$ cat config.mk
export PLATFORM = sky130hd
export DESIGN_NAME = hcy_to_rgb_converter_top_flat
export DESIGN_NICKNAME = d
export VERILOG_FILES = /design/src/hdl/h2r_pkg.sv /design/src/hdl/h2r_if.sv /design/src/hdl/hcy_to_rgb_converter_top.sv /design/src/hdl/h2r_chroma_stage.sv /design/src/hdl/h2r_luma_stage.sv /design/src/flat_wrapper.sv
export SDC_FILE = /design/constraint.sdc
export NUM_CORES = 1
export LEC_CHECK = 0
export ABC_AREA = 0
export BUFFER_PORTS_ARGS = -buffer_cell sky130_fd_sc_hd__buf_2
export CAP_MARGIN = 20
export CORE_AREA = 2 2 159 317
export DETAILED_ROUTE_END_ITERATION = 16
export DIE_AREA = 0 0 161 319
export PLACE_DENSITY_LB_ADDON = 0.08
export SLEW_MARGIN = 5
export SYNTH_ARGS = -nofsm -noshare
export SYNTH_HDL_FRONTEND = slang
export SYNTH_SLANG_ARGS = --single-unit
$ cat constraint.sdc
create_clock -name i_clk -period 8.7 [get_ports i_clk]
set_input_delay 0.87 -clock i_clk [delete_from_list [all_inputs] [get_ports i_clk]]
set_output_delay 0.87 -clock i_clk [all_outputs]
set_load 0.01 [all_outputs]
$ cat src/hdl/h2r_pkg.sv
// ----------------------------------------------------------------------------
// h2r_pkg
// Types and constants of the HCY to RGB converter.
// ----------------------------------------------------------------------------
package h2r_pkg;

    localparam int HUE_W = 15;
    localparam int CH_W  = 12;

    localparam logic signed [13:0] FULL_S  = 14'sd4095;
    localparam logic signed [12:0] W_RED   = 13'sd1229;
    localparam logic signed [12:0] W_GREEN = 13'sd2417;
    localparam logic signed [12:0] W_BLUE  = 13'sd451;
    localparam logic        [11:0] CH_MAX  = 12'd4095;

    typedef enum logic [2:0] {
        SEXT_RY = 3'd0,
        SEXT_YG = 3'd1,
        SEXT_GC = 3'd2,
        SEXT_CB = 3'd3,
        SEXT_BM = 3'd4,
        SEXT_MR = 3'd5
    } t_sextant;

    // Beat passed from the chroma section to the luma section.
    typedef struct packed {
        logic [2:0]         sext;
        logic [CH_W-1:0]    chroma;
        logic [CH_W-1:0]    luma;
        logic signed [12:0] x;
    } t_xbeat;

endpackage

$ cat src/hdl/h2r_if.sv
// ----------------------------------------------------------------------------
// h2r_if
// Valid/ready channels for HCY input beats and RGB output beats.
// ----------------------------------------------------------------------------
interface h2r_hcy_if;
    import h2r_pkg::*;

    logic             valid;
    logic             ready;
    logic [HUE_W-1:0] hue;
    logic [CH_W-1:0]  chroma;
    logic [CH_W-1:0]  luma;

    modport source (output valid, output hue, output chroma, output luma, input ready);
    modport sink   (input valid, input hue, input chroma, input luma, output ready);
endinterface

interface h2r_rgb_if;
    import h2r_pkg::*;

    logic            valid;
    logic            ready;
    logic [CH_W-1:0] red;
    logic [CH_W-1:0] green;
    logic [CH_W-1:0] blue;

    modport source (output valid, output red, output green, output blue, input ready);
    modport sink   (input valid, input red, input green, input blue, output ready);
endinterface

$ cat src/hdl/hcy_to_rgb_converter_top.sv
// ----------------------------------------------------------------------------
// hcy_to_rgb_converter_top
// Hue/chroma/luma to 12-bit RGB conversion, five-stage pipeline.
// ----------------------------------------------------------------------------
// Usage:
//   i_pix carries one hue/chroma/luma beat per valid/ready handshake;
//   o_rgb returns one red/green/blue beat for every input beat, in order.
//   Throughput: one beat per clock cycle while o_rgb.ready is high.
//   Pipeline: five register stages; an accepted beat passes through them
//   in order and leaves on o_rgb from the last one. The stages
//   are: triangle weight, chroma multiply, channel weights, luma offset,
//   clamp and output register.
//   Each stage has its own valid bit and loads when it is empty or the next
//   stage loads, so bubbles close up and a stalled receiver holds o_rgb
//   steady while up to four more beats are still taken in.
//   Hue codes 24576 and above give luma on all three channels.
//   Reset (i_rst_n low, synchronous) empties all stages; data registers
//   are not reset.
// ----------------------------------------------------------------------------
module hcy_to_rgb_converter_top (
    input  logic       i_clk,
    input  logic       i_rst_n,
    h2r_hcy_if.sink    i_pix,
    h2r_rgb_if.source  o_rgb
);
    import h2r_pkg::*;

    logic   s_x_valid;
    logic   s_x_ready;
    t_xbeat s_x;

    h2r_chroma_stage u_chroma (
        .i_clk     (i_clk),
        .i_rst_n   (i_rst_n),
        .i_pix     (i_pix),
        .o_x_valid (s_x_valid),
        .i_x_ready (s_x_ready),
        .o_x       (s_x)
    );

    h2r_luma_stage u_luma (
        .i_clk     (i_clk),
        .i_rst_n   (i_rst_n),
        .i_x_valid (s_x_valid),
        .o_x_ready (s_x_ready),
        .i_x       (s_x),
        .o_rgb     (o_rgb)
    );

endmodule

$ cat src/hdl/h2r_chroma_stage.sv
// ----------------------------------------------------------------------------
// h2r_chroma_stage
// Two pipeline stages: triangle weight from the hue, then X = C * weight >>> 12.
// ----------------------------------------------------------------------------
module h2r_chroma_stage (
    input  logic            i_clk,
    input  logic            i_rst_n,
    h2r_hcy_if.sink         i_pix,
    output logic            o_x_valid,
    input  logic            i_x_ready,
    output h2r_pkg::t_xbeat o_x
);
    import h2r_pkg::*;

    logic                r_v1;
    logic [2:0]          r_sext1;
    logic [CH_W-1:0]     r_c1;
    logic [CH_W-1:0]     r_l1;
    logic signed [12:0]  r_t1;
    logic                r_v2;
    t_xbeat              r_x2;

    logic                s_en1;
    logic                s_en2;
    logic signed [13:0]  s_dif;
    logic [12:0]         s_absd;
    logic signed [13:0]  s_t;
    logic signed [25:0]  s_prod;

    always_comb begin
        s_en2       = !r_v2 || i_x_ready;
        s_en1       = !r_v1 || s_en2;
        i_pix.ready = s_en1;
    end

    always_comb begin
        s_dif  = signed'({1'b0, i_pix.hue[12:0]}) - FULL_S;
        s_absd = s_dif[13] ? 13'(-s_dif) : s_dif[12:0];
        s_t    = FULL_S - signed'({1'b0, s_absd});
        s_prod = signed'({1'b0, r_c1}) * r_t1;
    end

    always_ff @(posedge i_clk) begin
        if (!i_rst_n) begin
            r_v1 <= 1'b0;
            r_v2 <= 1'b0;
        end else begin
            if (s_en1) begin
                r_v1 <= i_pix.valid;
            end
            if (s_en2) begin
                r_v2 <= r_v1;
            end
        end
        if (s_en1) begin
            r_sext1 <= i_pix.hue[14:12];
            r_c1    <= i_pix.chroma;
            r_l1    <= i_pix.luma;
            r_t1    <= s_t[12:0];
        end
        if (s_en2) begin
            r_x2.sext   <= r_sext1;
            r_x2.chroma <= r_c1;
            r_x2.luma   <= r_l1;
            r_x2.x      <= s_prod[24:12];
        end
    end

    assign o_x_valid = r_v2;
    assign o_x       = r_x2;

endmodule

$ cat src/hdl/h2r_luma_stage.sv
// ----------------------------------------------------------------------------
// h2r_luma_stage
// Three pipeline stages: channel placement and weights, luma offset, clamp.
// ----------------------------------------------------------------------------
module h2r_luma_stage (
    input  logic            i_clk,
    input  logic            i_rst_n,
    input  logic            i_x_valid,
    output logic            o_x_ready,
    input  h2r_pkg::t_xbeat i_x,
    h2r_rgb_if.source       o_rgb
);
    import h2r_pkg::*;

    logic                r_v3;
    logic signed [12:0]  r_r3;
    logic signed [12:0]  r_g3;
    logic signed [12:0]  r_b3;
    logic signed [24:0]  r_pr3;
    logic signed [24:0]  r_pg3;
    logic signed [24:0]  r_pb3;
    logic [CH_W-1:0]     r_l3;
    logic                r_v4;
    logic signed [12:0]  r_r4;
    logic signed [12:0]  r_g4;
    logic signed [12:0]  r_b4;
    logic signed [13:0]  r_m4;
    logic                r_v5;
    logic [CH_W-1:0]     r_red;
    logic [CH_W-1:0]     r_green;
    logic [CH_W-1:0]     r_blue;

    logic                s_en3;
    logic                s_en4;
    logic                s_en5;
    logic signed [12:0]  s_c;
    logic signed [12:0]  s_r;
    logic signed [12:0]  s_g;
    logic signed [12:0]  s_b;
    logic signed [25:0]  s_sum;
    logic signed [13:0]  s_m;

    function automatic logic [CH_W-1:0] clamp_ch(input logic signed [14:0] v);
        logic [CH_W-1:0] res;
        if (v < 0) begin
            res = '0;
        end else if (v > signed'({3'b0, CH_MAX})) begin
            res = CH_MAX;
        end else begin
            res = v[CH_W-1:0];
        end
        return res;
    endfunction

    always_comb begin
        s_en5     = !r_v5 || o_rgb.ready;
        s_en4     = !r_v4 || s_en5;
        s_en3     = !r_v3 || s_en4;
        o_x_ready = s_en3;
    end

    always_comb begin
        s_c = signed'({1'b0, i_x.chroma});
        s_r = '0;
        s_g = '0;
        s_b = '0;
        unique case (i_x.sext)
            SEXT_RY: begin s_r = s_c;   s_g = i_x.x; end
            SEXT_YG: begin s_r = i_x.x; s_g = s_c;   end
            SEXT_GC: begin s_g = s_c;   s_b = i_x.x; end
            SEXT_CB: begin s_g = i_x.x; s_b = s_c;   end
            SEXT_BM: begin s_r = i_x.x; s_b = s_c;   end
            SEXT_MR: begin s_r = s_c;   s_b = i_x.x; end
            default: begin end
        endcase
        s_sum = 26'(r_pr3) + 26'(r_pg3) + 26'(r_pb3);
        s_m   = signed'({2'b0, r_l3}) - s_sum[25:12];
    end

    always_ff @(posedge i_clk) begin
        if (!i_rst_n) begin
            r_v3 <= 1'b0;
            r_v4 <= 1'b0;
            r_v5 <= 1'b0;
        end else begin
            if (s_en3) begin
                r_v3 <= i_x_valid;
            end
            if (s_en4) begin
                r_v4 <= r_v3;
            end
            if (s_en5) begin
                r_v5 <= r_v4;
            end
        end
        if (s_en3) begin
            r_r3  <= s_r;
            r_g3  <= s_g;
            r_b3  <= s_b;
            r_pr3 <= s_r * W_RED;
            r_pg3 <= s_g * W_GREEN;
            r_pb3 <= s_b * W_BLUE;
            r_l3  <= i_x.luma;
        end
        if (s_en4) begin
            r_r4 <= r_r3;
            r_g4 <= r_g3;
            r_b4 <= r_b3;
            r_m4 <= s_m;
        end
        if (s_en5) begin
            r_red   <= clamp_ch(15'(r_r4) + 15'(r_m4));
            r_green <= clamp_ch(15'(r_g4) + 15'(r_m4));
            r_blue  <= clamp_ch(15'(r_b4) + 15'(r_m4));
        end
    end

    assign o_rgb.valid = r_v5;
    assign o_rgb.red   = r_red;
    assign o_rgb.green = r_green;
    assign o_rgb.blue  = r_blue;

endmodule

$ cat src/flat_wrapper.sv
// flat-port wrapper written by rule: the top's interface ports become plain ports
module hcy_to_rgb_converter_top_flat import h2r_pkg::*;
  (i_clk, i_rst_n, i_pix_valid, i_pix_hue, i_pix_chroma, i_pix_luma, i_pix_ready, o_rgb_valid, o_rgb_red, o_rgb_green, o_rgb_blue, o_rgb_ready);
  h2r_hcy_if i_pix_i ();
  h2r_rgb_if o_rgb_i ();
  input  logic i_clk;
  input  logic i_rst_n;
  input wire logic [$bits(i_pix_i.valid)-1:0] i_pix_valid;
  input wire logic [$bits(i_pix_i.hue)-1:0] i_pix_hue;
  input wire logic [$bits(i_pix_i.chroma)-1:0] i_pix_chroma;
  input wire logic [$bits(i_pix_i.luma)-1:0] i_pix_luma;
  output wire logic [$bits(i_pix_i.ready)-1:0] i_pix_ready;
  output wire logic [$bits(o_rgb_i.valid)-1:0] o_rgb_valid;
  output wire logic [$bits(o_rgb_i.red)-1:0] o_rgb_red;
  output wire logic [$bits(o_rgb_i.green)-1:0] o_rgb_green;
  output wire logic [$bits(o_rgb_i.blue)-1:0] o_rgb_blue;
  input wire logic [$bits(o_rgb_i.ready)-1:0] o_rgb_ready;
  assign i_pix_i.valid = i_pix_valid;
  assign i_pix_i.hue = i_pix_hue;
  assign i_pix_i.chroma = i_pix_chroma;
  assign i_pix_i.luma = i_pix_luma;
  assign i_pix_ready = i_pix_i.ready;
  assign o_rgb_valid = o_rgb_i.valid;
  assign o_rgb_red = o_rgb_i.red;
  assign o_rgb_green = o_rgb_i.green;
  assign o_rgb_blue = o_rgb_i.blue;
  assign o_rgb_i.ready = o_rgb_ready;
  hcy_to_rgb_converter_top u_core (.i_clk(i_clk), .i_rst_n(i_rst_n), .i_pix(i_pix_i), .o_rgb(o_rgb_i));
endmodule
==> results of run 1 <==
cells by family after synthesis:
group                      after synthesis  synth area share [%]
xor gates and xnor gates               151                  4.96
DFF                                    291                  32.6
AOI/OAI and AO/OA                      360                  8.73
muxes                                   27                  1.03
buffers and inverters                  510                  7.20
and+or+nand+nor                        452                  8.14
adders and majority gates              638                  37.4
metal layers:
| layer | part of all wire [%] | wire (um) | GRT usage (%) |
|---|---|---|---|
| met2 | 50 | 29600 | 41.5 |
| met5 | 0 | 0 | 0 |
| met3 | 3.2 | 1890 | 1.85 |
| met1 | 43 | 25100 | 31.5 |
| met4 | 3.5 | 2060 | 7.98 |
power by group through the flow:
stage	logic (mW)	registers, mW	clock network, mW
6_report	8.13	2.71	1.26
5_1_grt	9.30	2.75	1.35
3_3_place_gp	8.04	2.75	0
3_5_place_dp	8.12	2.76	0
2_1_floorplan	6.20	2.59	0
4_1_cts	8.21	2.73	1.30
layout by cell type (no fill, tap or decap), types with 6 or more instances in the layout:
master      netlist  routed
buf_2             2      80
o22ai_1           7       7
a211oi_1         12      12
buf_4             1      21
mux2i_1          24      24
o21ai_0          50      50
ha_1            374     374
nand2_1         176     174
a31oi_1          13      13
xor2_1           53      53
nor3_1           23      23
a21oi_1         108     108
and2_1           67      67
xnor2_1          98      98
clkinvlp_4        0       6
o21a_1           47      47
o21ai_1          15      15
o21bai_1         22      22
inv_1           462     461
nand3_1          26      25
and3_1           19      19
a21o_1           41      41
clkbuf_16         0      29
fa_1            264     264
nand2b_1         15      15
nor2b_1          21      21
edfxtp_1        286     286
nor2_1           78      78
stage by stage:
step / instance area [sq um] / total power [mW] / util, %
floorplan: 26700 / 8.78 / -
global placement: 27800 / 10.8 / 56.9
detailed placement: 27800 / 10.9 / 56.9
CTS: 28800 / 12.2 / 58.9
global route: 28800 / 13.4 / 58.9
finish: 28800 / 12.1 / 58.9
worst max-delay path by stage:
stage / from / to / slack, ns / cells past startpoint
finish: u_core.u_chroma.o_x[37] / u_core.u_luma.r_pg3[24] / 1.64 / 24
global route: u_core.u_chroma.o_x[38] / u_core.u_luma.r_pg3[24] / 0.98 / 23
CTS: u_core.u_chroma.o_x[38] / u_core.u_luma.r_pg3[24] / 1.58 / 23
detailed placement: u_core.u_chroma.o_x[38] / u_core.u_luma.r_pg3[24] / 1.61 / 23
global placement: u_core.u_chroma.o_x[38] / u_core.u_luma.r_pg3[24] / 1.74 / 23
floorplan: u_core.u_chroma.o_x[37] / u_core.u_luma.r_pg3[24] / 2.58 / 25
final cells by class:
class	count	area, sq um	area share, %
inverters	462	1740	6.03
flip-flops and latches	291	8690	30.1
clock inverters	23	219	0.760
well taps	643	805	2.79
multi-input cells	1628	16100	55.8
repair buffers	102	578	2.01
clock buffers	29	726	2.52
state kept, by name, indices dropped and copies added, names as in the netlist, 14 cells and up:
register,count
u_core.u_luma.r_pr3,23
u_core.u_luma.r_m4,14
u_core.u_luma.r_pb3,22
u_core.u_chroma.o_x,40
u_core.u_luma.r_pg3,21
==> key figures, run 1 <==
Synthesis
  • Avg Inst Size Synth: 11.0 sq um
  • Largest cells by area after synthesis: edfxtp_1 (32%), fa_1 (20%), ha_1 (18%), inv_1 (6.5%), xnor2_1 (3.2%)
  • Synth cell count leaders: inv_1 (462), ha_1 (374), edfxtp_1 (286)
  • Yosys reg bits: 291
  • Post-synth ARST share: 0%
  • Netlist Area Pre-Place: 26700 sq um
  • Share of the synthesized area in the top cell type: 32.2%
  • Synth cell types: 68
  • Post-synth EDFFs: 286
  • Main synth FF type: edfxtp_1
  • Synthesized instance count: 2429
  • Sequential-to-total area share from yosys stat: 32.6%
  • Yosys warns: 0
  • Count leader, synth: inv_1
  • Net count after synthesis: 3110
  • Dominant cell type by area after synthesis: edfxtp_1

Timing
  • Slew Limit Headroom: 24.2%
  • Final setup fails: 0
  • Unrepaired setup endpoints after global routing: false
  • Final worst slack: 1.64 ns
  • Clock skew after layout: 0.0152 ns
  • Final period utilization: 81.1%
  • Hold Fails Final Rpt: 0
  • Worst Tran Pin Value: 1.14 ns
  • Minimum clock period: 7.06 ns
  • Peak Freq: 142 MHz
  • Setup TNS: 0 ns
  • Hold slack: 0.419 ns
  • Slew Limit Fails: 0

Global route
  • Vias in the first global route: 17065
  • Remaining Overflow, GRT: 0
  • First-pass GRT wire length: 93.8 mm
  • Initial antenna violation count: 0
  • Largest net degree at the start of global routing: 76
  • Gr usage total: 23.8%

Worst hold path
  • Worst hold start: u_core.u_luma.r_b3[8]
  • WHS Path Cells: 0
  • Min-Delay Endpoint: u_core.u_luma.r_b4[8]
  • Tightest Hold Check Type: reg2reg

Clock tree
  • Clock Root Buffer: clkbuf_16
  • Postcts setup bufs: 0
  • Hold-fix buffers at CTS: 0
  • Clk Latency, worst-skew pair: 0.57 ns
  • H-Tree Depth: 1
  • Clk pin slew, worst setup/hold paths: 0.07 ns
  • Sink Count: 291
  • CTS Buffer Depth: 3
  • CTS Buf Count: 28
  • TritonCTS clock tree: done
  • CTS-repair resized insts: 0

Power and ir drop
  • Clk pwr share: 10.4%
  • Peak VDD IR: 0.361 mV
  • Switching Fraction: 45.7%
  • Pwr dens: 420 nW/um^2
  • P_sw: 5.53 mW
  • Static Leak: 14.2 nW
  • Int Power: 6.56 mW
  • Combinational power share: 67.2%
  • Sequential Power Share: 22.4%

Route
  • Vias/cell: 5.28
  • Drt first pass iters: 8
  • Initial DRC Count: 806
  • Vias: 16768
  • Final WL: 58.7 mm
  • # DRC: 0
  • Avg WL per Cell: 18.5 um
  • Post-DRT Antenna Nets: 0

Final layout
  • Area growth from synthesis to layout: 8.07%
  • Fillers: 4183
  • Finished Layout Cells: 3178
  • Antenna diode count: 0
  • Fin nets: 3194
  • Share of layout cells above drive strength 1: 6.94%

Die
  • Starting Density: 54.5%
  • Die extent in x: 161 um
  • I/O pins: 81
  • Die Ht: 319 um
  • Die Area: 51400 sq um
  • Row count: 115
  • Core outline area: 48900 sq um

Placed design
  • HPWL Detailed: 47.3 mm
  • Placer Congestion: 0.955
  • IO Port Bufs: 80
  • Post-Place Worst Slack: 1.61 ns
  • DP Cell Count: 3124

Critical path
  • Critical-path cell list: buf_4 > xor2_1 > nand2_1 > a21oi_1 > inv_1 > fa_1 > inv_1 > ha_1 > ha_1 > inv_1 > fa_1 > fa_1 > inv_1 > ha_1 > a21oi_1 > o21bai_1 > a21oi_1 > o21ai_1 > a211o_1 > o211ai_1 > a21oi_1 > a211oi_1 > a21oi_1 > xnor2_1
  • Worst r2r dst: u_core.u_luma.r_pg3[24]
  • RR Startpoint: u_core.u_chroma.o_x[37]
  • CP top delay family: compound AO/OA/AOI/OAI gates
  • Worst-path maximum fanout: 30
  • Largest stage delay, worst path: 0.72 ns
  • Reg-to-reg slack, setup: 1.64 ns
  • CP Buf/Inv Count: 5
  • Startpoint Class: flop
  • Worst R2R Path Depth: 24
  • Worst Setup End Kind: flop
  • Critical Setup Path Class: reg2reg
  • Arrival @ worst endpoint: 7.39 ns
  • Highest-delay cell along the critical path: xor2_1
  • WP data required: 9.03 ns
  • Most used cell, CP: a21oi_1

Status
  • Status: complete, no violations

Run
  • Maxcap violations: 0
Power figures use the tool's default switching activity.
==> inputs of run 2 (changes only) <==
ABC_AREA = 1   (was 0)
CORE_AREA = 2 2 164 327   (was 2 2 159 317)
DIE_AREA = 0 0 166 329   (was 0 0 161 319)
clock period = 7.1 ns   (was 8.7 ns; I/O delays follow)
==> run 2 against run 1 <==
Effect of this change: synthesized cell count grew 25%; first-iteration DRC count grew 67%; synthesized area grew 6.7%; global-route usage grew 1.7 points; flip-flop and latch count is the same; non-clock buffer count grew 3; worst hold slack lost 0.14 ns; fmax grew 20%; clock-buffer cell count grew 1.
==> key figures, run 2 <==
Status
  • Status: complete, no violations (unchanged)

Global route
  • Largest net degree at the start of global routing: 56 (was 76)
  • GR Layer Usage met1: 33.1% (was 31.5%)
  • Gr usage total: 25.5% (was 23.8%)
  • GR Layer Usage met2: 44.8% (was 41.5%)
  • Initial antenna violation count: 0 (unchanged)
  • Gr busiest metal: met2 (unchanged)
  • Remaining Overflow, GRT: 0 (unchanged)
  • Vias in the first global route: 20684 (was 17065)
  • First-pass GRT wire length: 109 mm (was 93.8 mm)
  • Met3 GRT Util: 2.26% (was 1.85%)

Timing
  • Hold Fails Final Rpt: 0 (unchanged)
  • Setup TNS: 0 ns (unchanged)
  • Slew Limit Fails: 0 (unchanged)
  • Unrepaired setup endpoints after global routing: false (unchanged)
  • Slew Limit Headroom: 30.2% (was 24.2%)
  • Final setup fails: 0 (unchanged)
  • Final period utilization: 82.7% (was 81.1%)
  • Worst Tran Pin Value: 1.05 ns (was 1.14 ns)
  • Peak Freq: 170 MHz (was 142 MHz)
  • Minimum clock period: 5.87 ns (was 7.06 ns)
  • Clock skew after layout: 0.0129 ns (was 0.0152 ns)

Critical path
  • Worst R2R Path Depth: 22 (was 24)
  • Worst r2r dst: u_core.u_luma.r_pg3[21] (was u_core.u_luma.r_pg3[24])
  • CP Depth: 22 (was 24)
  • Reg-to-reg slack, setup: 1.23 ns (was 1.64 ns)
  • Worst Setup End Kind: flop (unchanged)
  • CP top delay family: adder cells (was compound AO/OA/AOI/OAI gates)
  • Highest-delay cell along the critical path: o22ai_1 (was xor2_1)
  • RR Startpoint: u_core.u_chroma.o_x[39] (was u_core.u_chroma.o_x[37])
  • CP Buf/Inv Count: 7 (was 5)
  • Startpoint Class: flop (unchanged)
  • WP data required: 7.46 ns (was 9.03 ns)
  • Largest stage delay, worst path: 0.73 ns (was 0.72 ns)
  • Most used cell, CP: inv_1 (was a21oi_1)
  • Arrival @ worst endpoint: 6.23 ns (was 7.39 ns)
  • Critical-path cell list: inv_1 > nand3_1 > o22ai_1 > inv_1 > fa_1 > inv_1 > ha_1 > inv_1 > fa_1 > inv_1 > fa_1 > inv_1 > fa_1 > inv_1 > ha_1 > a21oi_1 > o21ai_0 > a21oi_1 > o21ai_0 > nand2_1 > nand2_1 > xor2_1 (was buf_4 > xor2_1 > nand2_1 > a21oi_1 > inv_1 > fa_1 > inv_1 > ha_1 > ha_1 > inv_1 > fa_1 > fa_1 > inv_1 > ha_1 > a21oi_1 > o21bai_1 > a21oi_1 > o21ai_1 > a211o_1 > o211ai_1 > a21oi_1 > a211oi_1 > a21oi_1 > xnor2_1)
  • Critical Setup Path Class: reg2reg (unchanged)
  • Worst-path maximum fanout: 13 (was 30)

Final layout
  • Most frequent cells in the layout: inv_1 (682), nand2_1 (516), ha_1 (374), edfxtp_1 (286), fa_1 (264) (was inv_1 (461), ha_1 (374), edfxtp_1 (286), fa_1 (264), nand2_1 (174))
  • Max FFs per register: 40 (unchanged)
  • Share of layout cells above drive strength 1: 6.69% (was 6.94%)
  • Most common cell after layout, fill and taps aside: inv_1 (unchanged)
  • Area growth from synthesis to layout: 7.90% (was 8.07%)
  • Fin nets: 3799 (was 3194)
  • Antenna diode count: 0 (unchanged)

Placed design
  • IO Port Bufs: 80 (unchanged)
  • HPWL Detailed: 55.9 mm (was 47.3 mm)
  • Placer Congestion: 0.915 (was 0.955)

Die
  • Row count: 119 (was 115)
  • Die Ht: 329 um (was 319 um)
  • Core outline area: 52300 sq um (was 48900 sq um)
  • I/O pins: 81 (unchanged)
  • Starting Density: 54.5% (about the same)
  • Die Area: 54600 sq um (was 51400 sq um)
  • Die extent in x: 166 um (was 161 um)

Synthesis
  • Avg Inst Size Synth: 9.41 sq um (was 11.0 sq um)
  • Netlist Area Pre-Place: 28500 sq um (was 26700 sq um)
  • Post-synth EDFFs: 286 (unchanged)
  • Yosys reg bits: 291 (unchanged)
  • Synth cell count leaders: inv_1 (685), nand2_1 (517), ha_1 (374) (was inv_1 (462), ha_1 (374), edfxtp_1 (286))
  • Share of the synthesized area in the top cell type: 30.2% (was 32.2%)
  • Post-synth ARST share: 0% (unchanged)
  • Sequential-to-total area share from yosys stat: 30.5% (was 32.6%)
  • Dominant cell type by area after synthesis: edfxtp_1 (unchanged)
  • Synthesized instance count: 3026 (was 2429)
  • Count leader, synth: inv_1 (unchanged)
  • Largest cells by area after synthesis: edfxtp_1 (30%), fa_1 (19%), ha_1 (16%), inv_1 (9.0%), nand2_1 (6.8%) (was edfxtp_1 (32%), fa_1 (20%), ha_1 (18%), inv_1 (6.5%), xnor2_1 (3.2%))
  • Yosys warns: 0 (unchanged)
  • Net count after synthesis: 3707 (was 3110)
  • Synth cell types: 52 (was 68)
  • Main synth FF type: edfxtp_1 (unchanged)

Worst hold path
  • Worst hold start: i_pix_chroma[11] (was u_core.u_luma.r_b3[8])
  • Min-Delay Endpoint: u_core.u_chroma.r_c1[11] (was u_core.u_luma.r_b4[8])
  • WHS Path Cells: 1 (was 0)
  • Tightest Hold Check Type: in2reg (was reg2reg)

Clock tree
  • Postcts setup bufs: 0 (unchanged)
  • Clock Root Buffer: clkbuf_16 (unchanged)
  • CTS Buf Count: 29 (was 28)
  • Clk pin slew, worst setup/hold paths: 0.07 ns (about the same)
  • H-Tree Depth: 1 (unchanged)
  • TritonCTS clock tree: done (unchanged)
  • Hold-fix buffers at CTS: 0 (unchanged)
  • CTS-repair resized insts: 0 (unchanged)
  • CTS Buffer Depth: 3 (unchanged)
  • Sink Count: 291 (unchanged)
  • Clk Latency, worst-skew pair: 0.61 ns (was 0.57 ns)

Route
  • # DRC: 0 (unchanged)
  • Avg WL per Cell: 17.6 um (was 18.5 um)
  • Vias: 20128 (was 16768)
  • Vias/cell: 5.29 (was 5.28)
  • Final WL: 67.0 mm (was 58.7 mm)
  • Drt first pass iters: 6 (was 8)
  • Initial DRC Count: 1350 (was 806)
  • Post-DRT Antenna Nets: 0 (unchanged)

Run
  • Maxcap violations: 0 (unchanged)
[run 2: cell count changes after synthesis, moves of 50 or more]
cell	before	now
and2_1	67	3
nand2_1	176	517
inv_1	462	685
nand3_1	26	135
a21oi_1	108	158
nor2_1	78	138
xnor2_1	98	45
[run 2: cell type report]
type                    count  area (sq um)
multi-input cells        2003         17000
fillers                  4612         21500
repair buffers            105           601
clock inverters            24           293
inverters                 688          2590
clock buffers              30           729
flip-flops and latches    291          8690
well taps                 665           832
[run 2: worst max-delay path by stage]
stage                                       start                       to  slack, ns
after floorplan                       o_rgb_ready              i_pix_ready       1.05
after global placement    u_core.u_chroma.o_x[38]  u_core.u_luma.r_pr3[18]       1.40
after detailed placement  u_core.u_chroma.o_x[39]  u_core.u_luma.r_pg3[21]       1.30
after CTS                 u_core.u_chroma.o_x[39]  u_core.u_luma.r_pg3[21]       1.30
after global routing      u_core.u_chroma.o_x[39]  u_core.u_luma.r_pg3[21]       0.84
final                     u_core.u_chroma.o_x[39]  u_core.u_luma.r_pg3[21]       1.23
[run 2: through the flow]
step	cells	worst slack [ns]	util, %	area [sq um]	hold WS, ns
after detailed placement	3752	1.30	56.8	29700	0.405
final	3806	1.23	58.8	30700	0.277
after global placement	3752	1.40	56.8	29700	0.403
after floorplan	3026	1.05	-	28500	0.400
after global routing	3806	0.844	58.8	30700	0.255
after CTS	3806	1.30	58.8	30700	0.240
[run 2: logic make-up (layout without fill, tap and decap cells)]
kind of cell    after synthesis  after routing  synth area share [%]
flops                       291            291                  30.5
simple gates                881            881                  13.2
fa+ha+maj                   638            638                  35.0
xor+xnor                    146            146                  4.65
buf+inv                     732            847                  9.83
compound gates              338            338                  6.81
[run 2: layer usage]
metal	wire length [um]	vias to the layer above
met1	28700	9578
met4	2670	0
met5	0	-
met2	32600	535
met3	3080	103
li1	-	9912
Power of run 2 is not shown: default switching activity piles up to over one toggle a cycle in this logic, so the estimate is an artifact.
==> inputs of run 3 (changes only) <==
clock period = 5.19 ns   (was 7.1 ns; I/O delays follow)
==> run 3 against run 2 <==
Effect of this change: core utilization is 5.4 points higher; flip-flop and latch count unchanged; global-route usage is 0.45 points higher.
==> key figures, run 3 (synthesized netlist as in run 2, its figures left out) <==
Die
  • Die Ht: 329 um (unchanged)
  • Row count: 119 (unchanged)
  • Starting Density: 54.5% (unchanged)
  • Die Area: 54600 sq um (unchanged)
  • I/O pins: 81 (unchanged)
  • Core outline area: 52300 sq um (unchanged)
  • Die extent in x: 166 um (unchanged)

Final layout
  • Area growth from synthesis to layout: 17.9% (was 7.90%)
  • Final core occ: 64.2% (was 58.8%)
  • Max FFs per register: 40 (unchanged)
  • Post-route cell area: 33600 sq um (was 30700 sq um)
  • Most common cell after layout, fill and taps aside: inv_1 (unchanged)
  • Antenna diode count: 0 (unchanged)
  • Share of layout cells above drive strength 1: 18.3% (was 6.69%)
  • Most frequent cells in the layout: inv_1 (663), nand2_1 (484), ha_1 (333), edfxtp_1 (286), fa_1 (257) (was inv_1 (682), nand2_1 (516), ha_1 (374), edfxtp_1 (286), fa_1 (264))
  • Fin nets: 4018 (was 3799)

Global route
  • Gr usage total: 26.0% (was 25.5%)
  • Initial antenna violation count: 0 (unchanged)
  • GR Layer Usage met1: 33.9% (was 33.1%)
  • Largest net degree at the start of global routing: 61 (was 56)
  • Gr busiest metal: met2 (unchanged)
  • GR Layer Usage met2: 45.2% (was 44.8%)
  • First-pass GRT wire length: 111 mm (was 109 mm)
  • Vias in the first global route: 21471 (was 20684)
  • Met3 GRT Util: 2.15% (was 2.26%)
  • Remaining Overflow, GRT: 0 (unchanged)

Clock tree
  • Clk pin slew, worst setup/hold paths: 0.07 ns (about the same)
  • Clock Root Buffer: clkbuf_16 (unchanged)
  • Hold-fix buffers at CTS: 0 (unchanged)
  • H-Tree Depth: 1 (unchanged)
  • Clk Latency, worst-skew pair: 0.61 ns (about the same)
  • CTS Buffer Depth: 3 (unchanged)
  • Sink Count: 291 (unchanged)
  • TritonCTS clock tree: done (unchanged)
  • CTS Buf Count: 28 (was 29)

Route
  • Avg WL per Cell: 17.4 um (was 17.6 um)
  • Final WL: 69.9 mm (was 67.0 mm)
  • # DRC: 0 (unchanged)
  • Drt first pass iters: 6 (unchanged)
  • Post-DRT Antenna Nets: 0 (unchanged)
  • Vias: 21007 (was 20128)
  • Vias/cell: 5.22 (was 5.29)
  • Initial DRC Count: 1299 (was 1350)

Worst hold path
  • Tightest Hold Check Type: in2reg (unchanged)
  • Worst hold start: i_pix_luma[6] (was i_pix_chroma[11])
  • Min-Delay Endpoint: u_core.u_chroma.r_l1[6] (was u_core.u_chroma.r_c1[11])
  • WHS Path Cells: 1 (unchanged)

Critical path
  • Reg-to-reg slack, setup: 0.02 ns (was 1.23 ns)
  • Critical Setup Path Class: reg2reg (unchanged)
  • Worst Setup End Kind: flop (unchanged)
  • Worst R2R Path Depth: 23 (was 22)
  • Highest-delay cell along the critical path: fa_1 (was o22ai_1)
  • Arrival @ worst endpoint: 5.52 ns (was 6.23 ns)
  • Most used cell, CP: inv_1 (unchanged)
  • Startpoint Class: flop (unchanged)
  • CP top delay family: adder cells (unchanged)
  • Worst r2r dst: u_core.u_luma.r_pr3[18] (was u_core.u_luma.r_pg3[21])
  • WP data required: 5.54 ns (was 7.46 ns)
  • RR Startpoint: u_core.u_chroma.o_x[37] (was u_core.u_chroma.o_x[39])
  • Worst-path maximum fanout: 5 (was 13)
  • CP Buf/Inv Count: 8 (was 7)
  • Critical-path cell list: nand2_2 > inv_1 > o21ai_2 > buf_6 > o22ai_1 > buf_4 > ha_1 > ha_1 > inv_1 > fa_1 > inv_1 > fa_1 > inv_1 > fa_1 > inv_1 > ha_4 > a21oi_4 > o21ai_0 > a21o_1 > a21oi_2 > o21ai_1 > xor2_1 > buf_4 (was inv_1 > nand3_1 > o22ai_1 > inv_1 > fa_1 > inv_1 > ha_1 > inv_1 > fa_1 > inv_1 > fa_1 > inv_1 > fa_1 > inv_1 > ha_1 > a21oi_1 > o21ai_0 > a21oi_1 > o21ai_0 > nand2_1 > nand2_1 > xor2_1)
  • Largest stage delay, worst path: 0.53 ns (was 0.73 ns)

Timing
  • Slew Limit Headroom: 49.4% (was 30.2%)
  • Worst Tran Pin Value: 0.756 ns (was 1.05 ns)
  • Unrepaired setup endpoints after global routing: true (was false)
  • Final period utilization: 99.6% (was 82.7%)
  • Minimum clock period: 5.17 ns (was 5.87 ns)
  • Slew Limit Fails: 0 (unchanged)
  • Clock skew after layout: 0.0228 ns (was 0.0129 ns)
  • Setup TNS: 0 ns (unchanged)
  • Hold Fails Final Rpt: 0 (unchanged)
  • Final setup fails: 0 (unchanged)
  • Peak Freq: 193 MHz (was 170 MHz)
  • Hold slack: 0.0899 ns (was 0.277 ns)

Placed design
  • IO Port Bufs: 80 (unchanged)
  • HPWL Detailed: 57.6 mm (was 55.9 mm)
  • Placer Congestion: 0.923 (was 0.915)
  • Placed cell area: 31200 sq um (was 29700 sq um)

Run
  • Maxcap violations: 0 (unchanged)

Status
  • Status: complete, no violations (unchanged)
-- run 3: how the worst max path moves through the flow --
stage / cells past startpoint / end / start / slack [ns]
floorplan: 8 / i_pix_ready / o_rgb_ready / -0.23
global placement: 18 / u_core.u_chroma.o_x[11] / u_core.u_chroma.r_c1[7] / -0.03
detailed placement: 22 / u_core.u_luma.r_pg3[21] / u_core.u_chroma.o_x[39] / -0.15
CTS: 22 / u_core.u_luma.r_pr3[18] / u_core.u_chroma.o_x[37] / -0.03
global route: 23 / u_core.u_luma.r_pr3[18] / u_core.u_chroma.o_x[37] / -0.15
finish: 23 / u_core.u_luma.r_pr3[18] / u_core.u_chroma.o_x[37] / 0.02
-- run 3: area by class of cell --
cell class / count / area (sq um)
multi-input cells: 2003 / 18200
clock buffers: 35 / 727
clock inverters: 16 / 191
repair inverters: 1 / 7.51
flip-flops and latches: 291 / 8690
inverters: 688 / 2590
well taps: 665 / 832
fillers: 4347 / 18700
repair buffers: 324 / 2310
-- run 3: timing repair --
| action | in CTS | in global routing |
|---|---|---|
| gates cloned | 0 | 2 |
| setup buffers | 6 | 26 |
| pin swaps | 13 | 82 |
| resized for setup | 24 | 241 |
| setup endpoints to repair | 20 | 51 |
-- run 3: stage by stage --
step | instances | setup WS, ns
CTS | 3995 | -0.0311
floorplan | 3026 | -0.234
global route | 4023 | -0.147
global placement | 3938 | -0.0330
finish | 4023 | 0.0189
detailed placement | 3938 | -0.151
-- run 3: layer usage --
layer | vias to the layer above | share of wire (%)
li1 | 10340 | -
met1 | 10058 | 42
met2 | 486 | 49
met3 | 123 | 4.1
met4 | 0 | 4.3
met5 | - | 0
-- run 3: worst reg2reg max path, delay by kind of cell (launching register included) --
kind	cells	cell delay (ns)
compound gates	7	1.03
xor+xnor	1	0.14
fa+ha+maj	6	2.39
buf+inv	8	0.76
flops	1	0.47
simple gates	1	0.12
Power of run 3 is left out for the same reason.
